### src/design/blop_pkg.sv
`timescale 1ns / 1ps
// ----------------------------------------------------------------------------
// blop_pkg: shared types and constants
// Register indexes, widths, controller commands for the lattice option pricer.
// ----------------------------------------------------------------------------
package blop_pkg;
   localparam int DEF_MAX_STEPS = 1024;
   localparam int STEPS_W = 11;
   localparam int DATA_W = 32;
   localparam int CSR_IDX_W = 3;
   localparam logic [CSR_IDX_W-1:0] CSR_UP = 3'd0;
   localparam logic [CSR_IDX_W-1:0] CSR_DOWN = 3'd1;
   localparam logic [CSR_IDX_W-1:0] CSR_PROB = 3'd2;
   localparam logic [CSR_IDX_W-1:0] CSR_DISC = 3'd3;
   localparam logic [CSR_IDX_W-1:0] CSR_STEPS = 3'd4;
   localparam logic [31:0] ONE_Q31 = 32'h8000_0000;

   // register reset values
   localparam logic [31:0] RST_UP = 32'h4000_0000;     // 1.0 in Q2.30
   localparam logic [31:0] RST_DOWN = 32'h4000_0000;   // 1.0 in Q2.30
   localparam logic [31:0] RST_PROB = 32'h4000_0000;   // 0.5 in Q1.31
   localparam logic [31:0] RST_DISC = ONE_Q31;
   localparam logic [STEPS_W-1:0] RST_STEPS = 11'd100;

   // datapath operation codes
   localparam logic [3:0] OP_NONE = 4'd0;
   localparam logic [3:0] OP_LOAD = 4'd1;      // capture item, clear flag
   localparam logic [3:0] OP_MUL_D = 4'd2;     // prod <= base*d
   localparam logic [3:0] OP_SAV_D = 4'd3;     // base <= round/sat(prod)
   localparam logic [3:0] OP_COPY = 4'd4;      // st <= base
   localparam logic [3:0] OP_MUL_U = 4'd5;     // prod <= st*u
   localparam logic [3:0] OP_SAV_U = 4'd6;     // st <= round/sat(prod)
   localparam logic [3:0] OP_LEAF = 4'd7;      // write payoff
   localparam logic [3:0] OP_MUL_P = 4'd8;     // prod <= V[i]*p
   localparam logic [3:0] OP_MUL_Q = 4'd9;     // prod <= V[i+1]*q, sum <= prod
   localparam logic [3:0] OP_ACC = 4'd10;      // sum <= sum + prod
   localparam logic [3:0] OP_RND = 4'd11;      // t <= round(sum)
   localparam logic [3:0] OP_MUL_DISC = 4'd12; // prod <= t*disc
   localparam logic [3:0] OP_WB = 4'd13;       // write round(prod)

   typedef struct packed {
      logic [3:0] op;
      logic       wr_en;
   } cmd_type;
endpackage

### src/design/blop_ctrl.sv
`timescale 1ns / 1ps
// ----------------------------------------------------------------------------
// blop_ctrl: sequencer for terminal nodes and backward induction
// Walks node and level counters and issues datapath commands.
// ----------------------------------------------------------------------------
module blop_ctrl #(
   parameter int MAX_STEPS = blop_pkg::DEF_MAX_STEPS
) (
   input  logic                              clock,
   input  logic                              reset,
   input  logic                              start,
   input  logic [blop_pkg::STEPS_W-1:0]      steps,
   output blop_pkg::cmd_type                 cmd,
   output logic [$clog2(MAX_STEPS + 1)-1:0]  wr_addr,
   output logic [$clog2(MAX_STEPS + 1)-1:0]  rd_addr,
   output logic                              busy,
   output logic                              out_valid
);
   import blop_pkg::*;
   localparam int AW = $clog2(MAX_STEPS + 1);

   localparam logic [3:0] S_IDLE = 4'd0, S_COPY = 4'd1, S_MU0 = 4'd2, S_MU1 = 4'd3,
                          S_LEAF = 4'd4, S_MD0 = 4'd5, S_MD1 = 4'd6, S_R0 = 4'd7,
                          S_R1 = 4'd8, S_I0 = 4'd9, S_I1 = 4'd10, S_I2 = 4'd11,
                          S_I3 = 4'd12, S_WB = 4'd13, S_OUT = 4'd14;

   logic [3:0] state_ff, state_in;
   logic [AW-1:0] n_ff, n_in, i_ff, i_in, k_ff, k_in, j_ff, j_in;
   logic [AW-1:0] n_lim, i_inc;
   logic [31:0] steps_ext;
   logic out_ff, out_in;

   assign steps_ext = 32'(steps);
   assign n_lim = (steps_ext > 32'(MAX_STEPS)) ? AW'(MAX_STEPS) : AW'(steps_ext);
   assign i_inc = i_ff + AW'(1);

   always_comb begin
      state_in = state_ff; n_in = n_ff; i_in = i_ff; k_in = k_ff; j_in = j_ff;
      out_in = 1'b0;
      cmd = '0;
      wr_addr = i_ff;
      rd_addr = '0;
      unique case (state_ff)
         S_IDLE: if (start && !out_ff) begin
            // item captured at the accepting edge
            cmd.op = OP_LOAD; n_in = n_lim; i_in = '0; state_in = S_COPY;
         end
         S_COPY: begin
            cmd.op = OP_COPY; k_in = n_ff - i_ff;
            state_in = (n_ff == i_ff) ? S_LEAF : S_MU0;
         end
         S_MU0: begin cmd.op = OP_MUL_U; state_in = S_MU1; end
         S_MU1: begin
            cmd.op = OP_SAV_U; k_in = k_ff - AW'(1);
            state_in = (k_ff == AW'(1)) ? S_LEAF : S_MU0;
         end
         S_LEAF: begin
            cmd.op = OP_LEAF; cmd.wr_en = 1'b1;
            if (i_ff == n_ff) begin
               j_in = n_ff; i_in = '0;
               state_in = (n_ff == '0) ? S_OUT : S_R0;
            end else begin
               i_in = i_inc; state_in = S_MD0;
            end
         end
         S_MD0: begin cmd.op = OP_MUL_D; state_in = S_MD1; end
         S_MD1: begin cmd.op = OP_SAV_D; state_in = S_COPY; end
         S_R0: begin rd_addr = i_ff; state_in = S_R1; end
         S_R1: begin cmd.op = OP_MUL_P; rd_addr = i_inc; state_in = S_I0; end
         S_I0: begin cmd.op = OP_MUL_Q; state_in = S_I1; end
         S_I1: begin cmd.op = OP_ACC; state_in = S_I2; end
         S_I2: begin cmd.op = OP_RND; state_in = S_I3; end
         S_I3: begin cmd.op = OP_MUL_DISC; state_in = S_WB; end
         S_WB: begin
            cmd.op = OP_WB; cmd.wr_en = 1'b1;
            if (i_inc == j_ff) begin
               i_in = '0; j_in = j_ff - AW'(1);
               state_in = (j_ff == AW'(1)) ? S_OUT : S_R0;
            end else begin
               i_in = i_inc; state_in = S_R0;
            end
         end
         S_OUT: begin
            // read V[0]; it sits on rd_data during the strobe cycle
            rd_addr = '0; out_in = 1'b1; state_in = S_IDLE;
         end
         default: state_in = S_IDLE;
      endcase
   end

   always_ff @(posedge clock) begin
      if (reset) begin
         state_ff <= S_IDLE; out_ff <= 1'b0;
         n_ff <= '0; i_ff <= '0; k_ff <= '0; j_ff <= '0;
      end else begin
         state_ff <= state_in; out_ff <= out_in;
         n_ff <= n_in; i_ff <= i_in; k_ff <= k_in; j_ff <= j_in;
      end
   end

   assign busy = (state_ff != S_IDLE) || out_ff;
   assign out_valid = out_ff;
endmodule

### config.mk
export PLATFORM = sky130hd
export DESIGN_NAME = blop_ctrl
export DESIGN_NICKNAME = d
export VERILOG_FILES = /design/src/design/blop_pkg.sv /design/src/design/blop_ctrl.sv
export SDC_FILE = /design/constraint.sdc
export NUM_CORES = 1
export LEC_CHECK = 0
export ABC_AREA = 1
export BUFFER_PORTS_ARGS = -buffer_cell sky130_fd_sc_hd__buf_2
export CAP_MARGIN = 10
export CORE_AREA = 2 2 92 94
export DETAILED_ROUTE_END_ITERATION = 12
export DIE_AREA = 0 0 94 96
export PLACE_DENSITY_LB_ADDON = 0.12
export SLEW_MARGIN = 15
export SYNTH_ARGS = -nofsm -noshare
export SYNTH_HDL_FRONTEND = slang
export SYNTH_SLANG_ARGS = --single-unit
### constraint.sdc
create_clock -name clock -period 2.1 [get_ports clock]
set_input_delay 0.42 -clock clock [delete_from_list [all_inputs] [get_ports clock]]
set_output_delay 0.42 -clock clock [all_outputs]
set_load 0.005 [all_outputs]
# After elaboration in Yosys (flattened, before gate mapping)
# Cells that the tools add are included.
# totals
wordCells,68
out_inout_bits,29
regBits,49
in_bits,14
# op_classes
muxes,22
add_sub_neg,4
order_cmp,1
n_reduce_logical,13
eq_ne,22
# ops
op,count
2-to-1 mux 11 bit,6
case mux 11 bit (2 select lines),3
case mux 4 bit (14 select lines),1
case mux 4 bit (13 select lines),1
== test 11 bit,3
case mux 11 bit (3 select lines),1
== test 4 bit (second input constant),7
== test 11 x 1 -> 1 bit (second input constant),2
subtractor 11 x 1 -> 11 bit (second input constant),2
2-to-1 mux 4 bit,5
== test 4 x 3 -> 1 bit (second input constant),4
adder 11 x 1 -> 11 bit (second input constant),1
greater-than comparator 11 bit (second input constant),1
logical NOT 11 bit,1
subtractor 11 bit,1
== test 4 x 2 -> 1 bit (second input constant),2
2-to-1 mux 3 bit,2
inequality test 2 bit (second input constant),3
== test 4 x 1 -> 1 bit (second input constant),1
logical NOT 4 bit,1
AND reduction 2 bit,2
nonzero test 2 bit,2
nonzero test 4 bit,1
2-to-1 mux 1 bit,3
6 further kinds,6

# Logic depth before layout (Yosys ltp)
# logic_depth
word_depth,4
ltp_mapped,16
ltp_nobuf,16

# Worst setup path before layout
# No wires, ideal clock.
# synth_path
kind,register to register
start,register i_ff[5] (netlist: wr_addr[5])
end,register i_ff[10] (netlist: wr_addr[10])
path_stages_with_launch,13
required_ns,1.990
setup_time_ns,0.110
period_less_slack_ns,2.079
t_arrival_ns,1.969
path_buffers,1
slack_ns,0.021
path_cell_list,dfxtp_1 inv_1 ha_1 nand2_1 nor2_1 nand4_1 nor3_1 inv_1 clkbuf_1 nand3_1 nand3_1 nand2_1 inv_1
# synth_via
elab_chain_len,4
word_cells_on_any_way,6
classes_between,add/sub (1); eq/ne (2); mux (3)
# synth_lines
element,line,text
"start, declared",blop_ctrl.sv:28,"logic [AW-1:0] n_ff, n_in, i_ff, i_in, k_ff, k_in, j_ff, j_in;"
"start signal, assigned",blop_ctrl.sv:97,n_ff <= n_in; i_ff <= i_in; k_ff <= k_in; j_ff <= j_in;
adder 11 x 1 -> 11 bit,blop_ctrl.sv:35,assign i_inc = i_ff + AW'(1);
== test 11 bit,blop_ctrl.sv:76,if (i_inc == j_ff) begin
2-to-1 mux 11 bit,blop_ctrl.sv:76,
case mux 11 bit (3 select lines) (*),blop_ctrl.sv:43,unique case (state_ff)
# Every way passes the cells marked *; elsewhere a longest branch is shown, timed or not.
# A chain may end at the register's enable or synchronous reset.

# Final worst setup path
# layout_path
start,register state_ff[2]
end,output rd_addr[7]
# layout_via
elab_chain_len,2
word_cells_on_any_way,3
classes_between,eq/ne (2); mux (1)
# layout_lines
element,line,text
"start, declared",blop_ctrl.sv:27,"logic [3:0] state_ff, state_in;"
"start signal, assigned",blop_ctrl.sv:96,state_ff <= state_in; out_ff <= out_in;
== test 4 bit / == test 4 x 3 -> 1 bit (equally long branches),blop_ctrl.sv:43,
case mux 11 bit (2 select lines) (*),blop_ctrl.sv:43,
"end, declared",blop_ctrl.sv:15,"output logic [$clog2(MAX_STEPS + 1)-1:0] rd_addr,"
# Marked as above.

==> flow_summary.json <==
{
  "final-instance-count-excl-fill": 879,
  "crit_path_end": "rd_addr[7]",
  "cts.reportedPaths.clkPinSlew_ps": 110,
  "first_global_vias": 4354,
  "gr-total-overflow": 0,
  "period_minus_ws_final_ps": 2100,
  "synth.ff_latch_count": 49,
  "ios": 43,
  "detail_route.wl_per_cell_microns": 15.7,
  "finalMaxSlewViolations": 0,
  "synth_warnings": 0,
  "worst_setup_path_end_kind": "primary output",
  "first_iter_violations": 322,
  "path_class": "reg -> out",
  "status": "complete, no violations",
  "layout.nets": 803,
  "power_density_nw_per_um2": 887,
  "grt_antenna_before_repair": 0,
  "setup.worst_path.start_class": "flip-flop",
  "area_delta_synth_final_pct": 26.1,
  "setup_repair_after_global_routing_missed_its_margin": "yes",
  "clock-root-buffer": "sky130_fd_sc_hd__clkbuf_8",
  "routed_wl_microns": 13800,
  "die-height_microns": 96,
  "core_area_sq_um": 8050,
  "num_vias": 4957,
  "antennaDiodeCount": 0,
  "netlist_area_sq_um": 4110,
  "detailed_place_hpwl_microns": 10300,
  "leakagePower_nw": 2.52,
  "synth_area_per_cell_sq_um": 6.03,
  "final_layout_size_suffix_gt1_share_pct": 26.5,
  "grt_max_degree": 24,
  "reg2regPathDepth": 16,
  "worst_slew_pin_slew_ps": 747,
  "slack_of_the_worst_reg_to_reg_path_ps": 110,
  "use_met2_pct": 50.0,
  "async_flop_share_pct": 0,
  "route.antenna.remaining_nets": 0,
  "final-setup-viol-count": 0,
  "chipWidth_microns": 94,
  "mappedNetlistNets": 711,
  "place.gp.congestion": 0.953,
  "insertion_delay_ps": 320,
  "synth-seq-area-share_pct": 23.9,
  "number_of_flops_mapped_to_enable_cells_by_yosys": 0,
  "placed_cells": 859,
  "clkSinkCount": 49,
  "ctsLongestPathBuffers": 2,
  "final_min_period_over_clock_period_pct": 99.8,
  "die-area_sq_um": 9020,
  "cp_max_fo": 6,
  "grt-busiest-layer": "met2",
  "synthesis.instances": 681,
  "r2r-start": "wr_addr[0]$_SDFFE_PP0P_",
  "dominantRegCellSynth": "sky130_fd_sc_hd__dfxtp_1",
  "final_routed_drc_violation_total": 0,
  "floorplan.initialDensity_pct": 51.0,
  "track_usage_pct": 29.2,
  "finish.utilization_pct": 64.3,
  "grt_pass1_wl_microns": 20700,
  "leading_cell_type_in_the_layout_fill_and_taps_excluded": "sky130_fd_sc_hd__nand2_1",
  "std_cell_rows": 33,
  "max-slew-margin-rel_pct": 50.2,
  "dr.pass1.iters": 5,
  "finalPower_w": 0.00460,
  "worst-endpoint-required_ps": 1680,
  "cts_hold_buf": 0,
  "drt-vias-per-instance": 5.64,
  "cts_htree_levels": 2,
  "port-buffer-count": 42,
  "synth.lib_cells_used.distinct": 42,
  "data_arrival_at_the_endpoint_of_the_critical_path_ps": 1680,
  "crit_path_start": "state_ff[2]$_SDFFE_PP0P_",
  "hold_viol": 0,
  "tritoncts.num_buffers": 5,
  "grt.met1_usage_pct": 38.1,
  "most-common-layout-cells": "135 x sky130_fd_sc_hd__nand2_1, 97 x sky130_fd_sc_hd__inv_1, 85 x sky130_fd_sc_hd__nand3_1, 58 x sky130_fd_sc_hd__buf_4, 49 x sky130_fd_sc_hd__nor2_1",
  "finalClockSkew_ps": 13.2,
  "cap_violations": 0,
  "max_freq_mhz": 477,
  "grt.met3_usage_pct": 3.29,
  "vdd_ir_drop_max_uv": 747,
  "crit-reg2reg-capture": "wr_addr[1]$_SDFFE_PP0P_",
  "tritoncts": "yes",
  "hold_path.class": "in -> reg"
}
-- power by group --
part | total (W) | leakage (nW) | switching, W | internal, W
combinational | 0.00253 | 2.05 | 0.00152 | 0.00102
clock | 0.000747 | 0.0585 | 0.000357 | 0.000390
sequential | 0.00131 | 0.406 | 0.000208 | 0.00111
total | 0.00460 | 2.52 | 0.00208 | 0.00251
-- sequential cells by signal, summed over array words and instances (netlist names) --
name / flops
wr_addr: 11
out_valid: 1
state_ff: 4
k_ff: 11
n_ff: 11
j_ff: 11
-- cell type report --
type | instances | area [sq um]
clock buffers | 7 | 86.3
clock inverters | 1 | 30.0
fillers | 756 | 2870
inverters | 104 | 395
multi-input cells | 509 | 2840
flip-flops and latches | 49 | 1000
well taps | 105 | 131
repair buffers | 103 | 679
repair inverters | 1 | 7.51
-- through the flow --
| stage | hold WS [ps] | setup WS, ps | TNS [ps] | instance area, sq um |
|---|---|---|---|---|
| after detailed placement | 541 | 16.8 | 0 | 4730 |
| final | 355 | 4.74 | 0 | 5180 |
| after floorplan | 463 | 21.1 | 0 | 4110 |
| after global routing | 370 | -44.2 | -394 | 5180 |
| after global placement | 525 | 30.6 | 0 | 4730 |
| after CTS | 359 | -27.7 | -27.7 | 4890 |
-- worst max-delay path, stage by stage, from the launching register on --
cell and delay, ps:
sky130_fd_sc_hd__dfxtp_4 390, sky130_fd_sc_hd__inv_2 60, sky130_fd_sc_hd__nor2_4 90, sky130_fd_sc_hd__inv_2 60
sky130_fd_sc_hd__nor2_4 180, sky130_fd_sc_hd__clkinvlp_4 230, sky130_fd_sc_hd__o22ai_2 210, sky130_fd_sc_hd__buf_2 130
-- how the worst min path moves through the flow --
stage	slack, ps	to	start	cells after the start
floorplan	460	n_ff[7]$_SDFFE_PP0P_	n_ff[7]$_SDFFE_PP0P_	2
global placement	530	j_ff[1]$_SDFFE_PP0P_	j_ff[1]$_SDFFE_PP0P_	2
detailed placement	540	k_ff[8]$_SDFFE_PP0P_	k_ff[8]$_SDFFE_PP0P_	2
CTS	360	n_ff[5]$_SDFFE_PP0P_	steps[5]	3
global route	370	n_ff[3]$_SDFFE_PP0P_	steps[3]	3
finish	360	n_ff[5]$_SDFFE_PP0P_	steps[5]	3
-- synthesized netlist by cell type (all sizes together) (2+ instances only) --
cell | instances | area (sq um)
nand3 | 90 | 473
inv | 104 | 390
xor2 | 3 | 26.3
dfxtp | 49 | 981
o211ai | 3 | 22.5
or2 | 4 | 25.0
clkbuf | 15 | 56.3
a21oi | 40 | 200
a221oi | 2 | 17.5
o31ai | 2 | 15.0
a211oi | 6 | 45.0
a31oi | 6 | 37.5
nand2 | 156 | 601
o22ai | 10 | 62.6
nor3 | 10 | 50.1
o21ai | 49 | 245
ha | 15 | 188
nor2 | 82 | 393
nor4 | 4 | 25.0
nand4 | 15 | 100
buf | 4 | 37.5
xnor2 | 2 | 17.5
-- metal layers --
layer / vias to the layer above / wire (microns)
li1: 2448 / -
met1: 2254 / 5820
met2: 221 / 6530
met3: 34 / 983
met4: 0 / 463
met5: - / 0
-- cell families (layout without fill, tap and decap cells) --
| family | count (synthesis) | count (layout) | synth area share (%) |
|---|---|---|---|
| simple gates | 362 | 362 | 40.7 |
| xor+xnor | 5 | 5 | 1.07 |
| compound gates | 126 | 126 | 17.5 |
| fa+ha+maj | 16 | 16 | 5.06 |
| flops | 49 | 49 | 23.9 |
| buf+inv | 123 | 216 | 11.8 |
-- timing repair --
| item | 4_1_cts | 5_1_grt |
|---|---|---|
| gates resized for setup | 17 | 59 |
| pin swaps | 5 | 17 |
| buffers inserted | 1 | 10 |
| cloned | 0 | 1 |
| endpoints found under the setup margin | 11 | 43 |
Note: power is estimated with default switching activity, not from simulation.
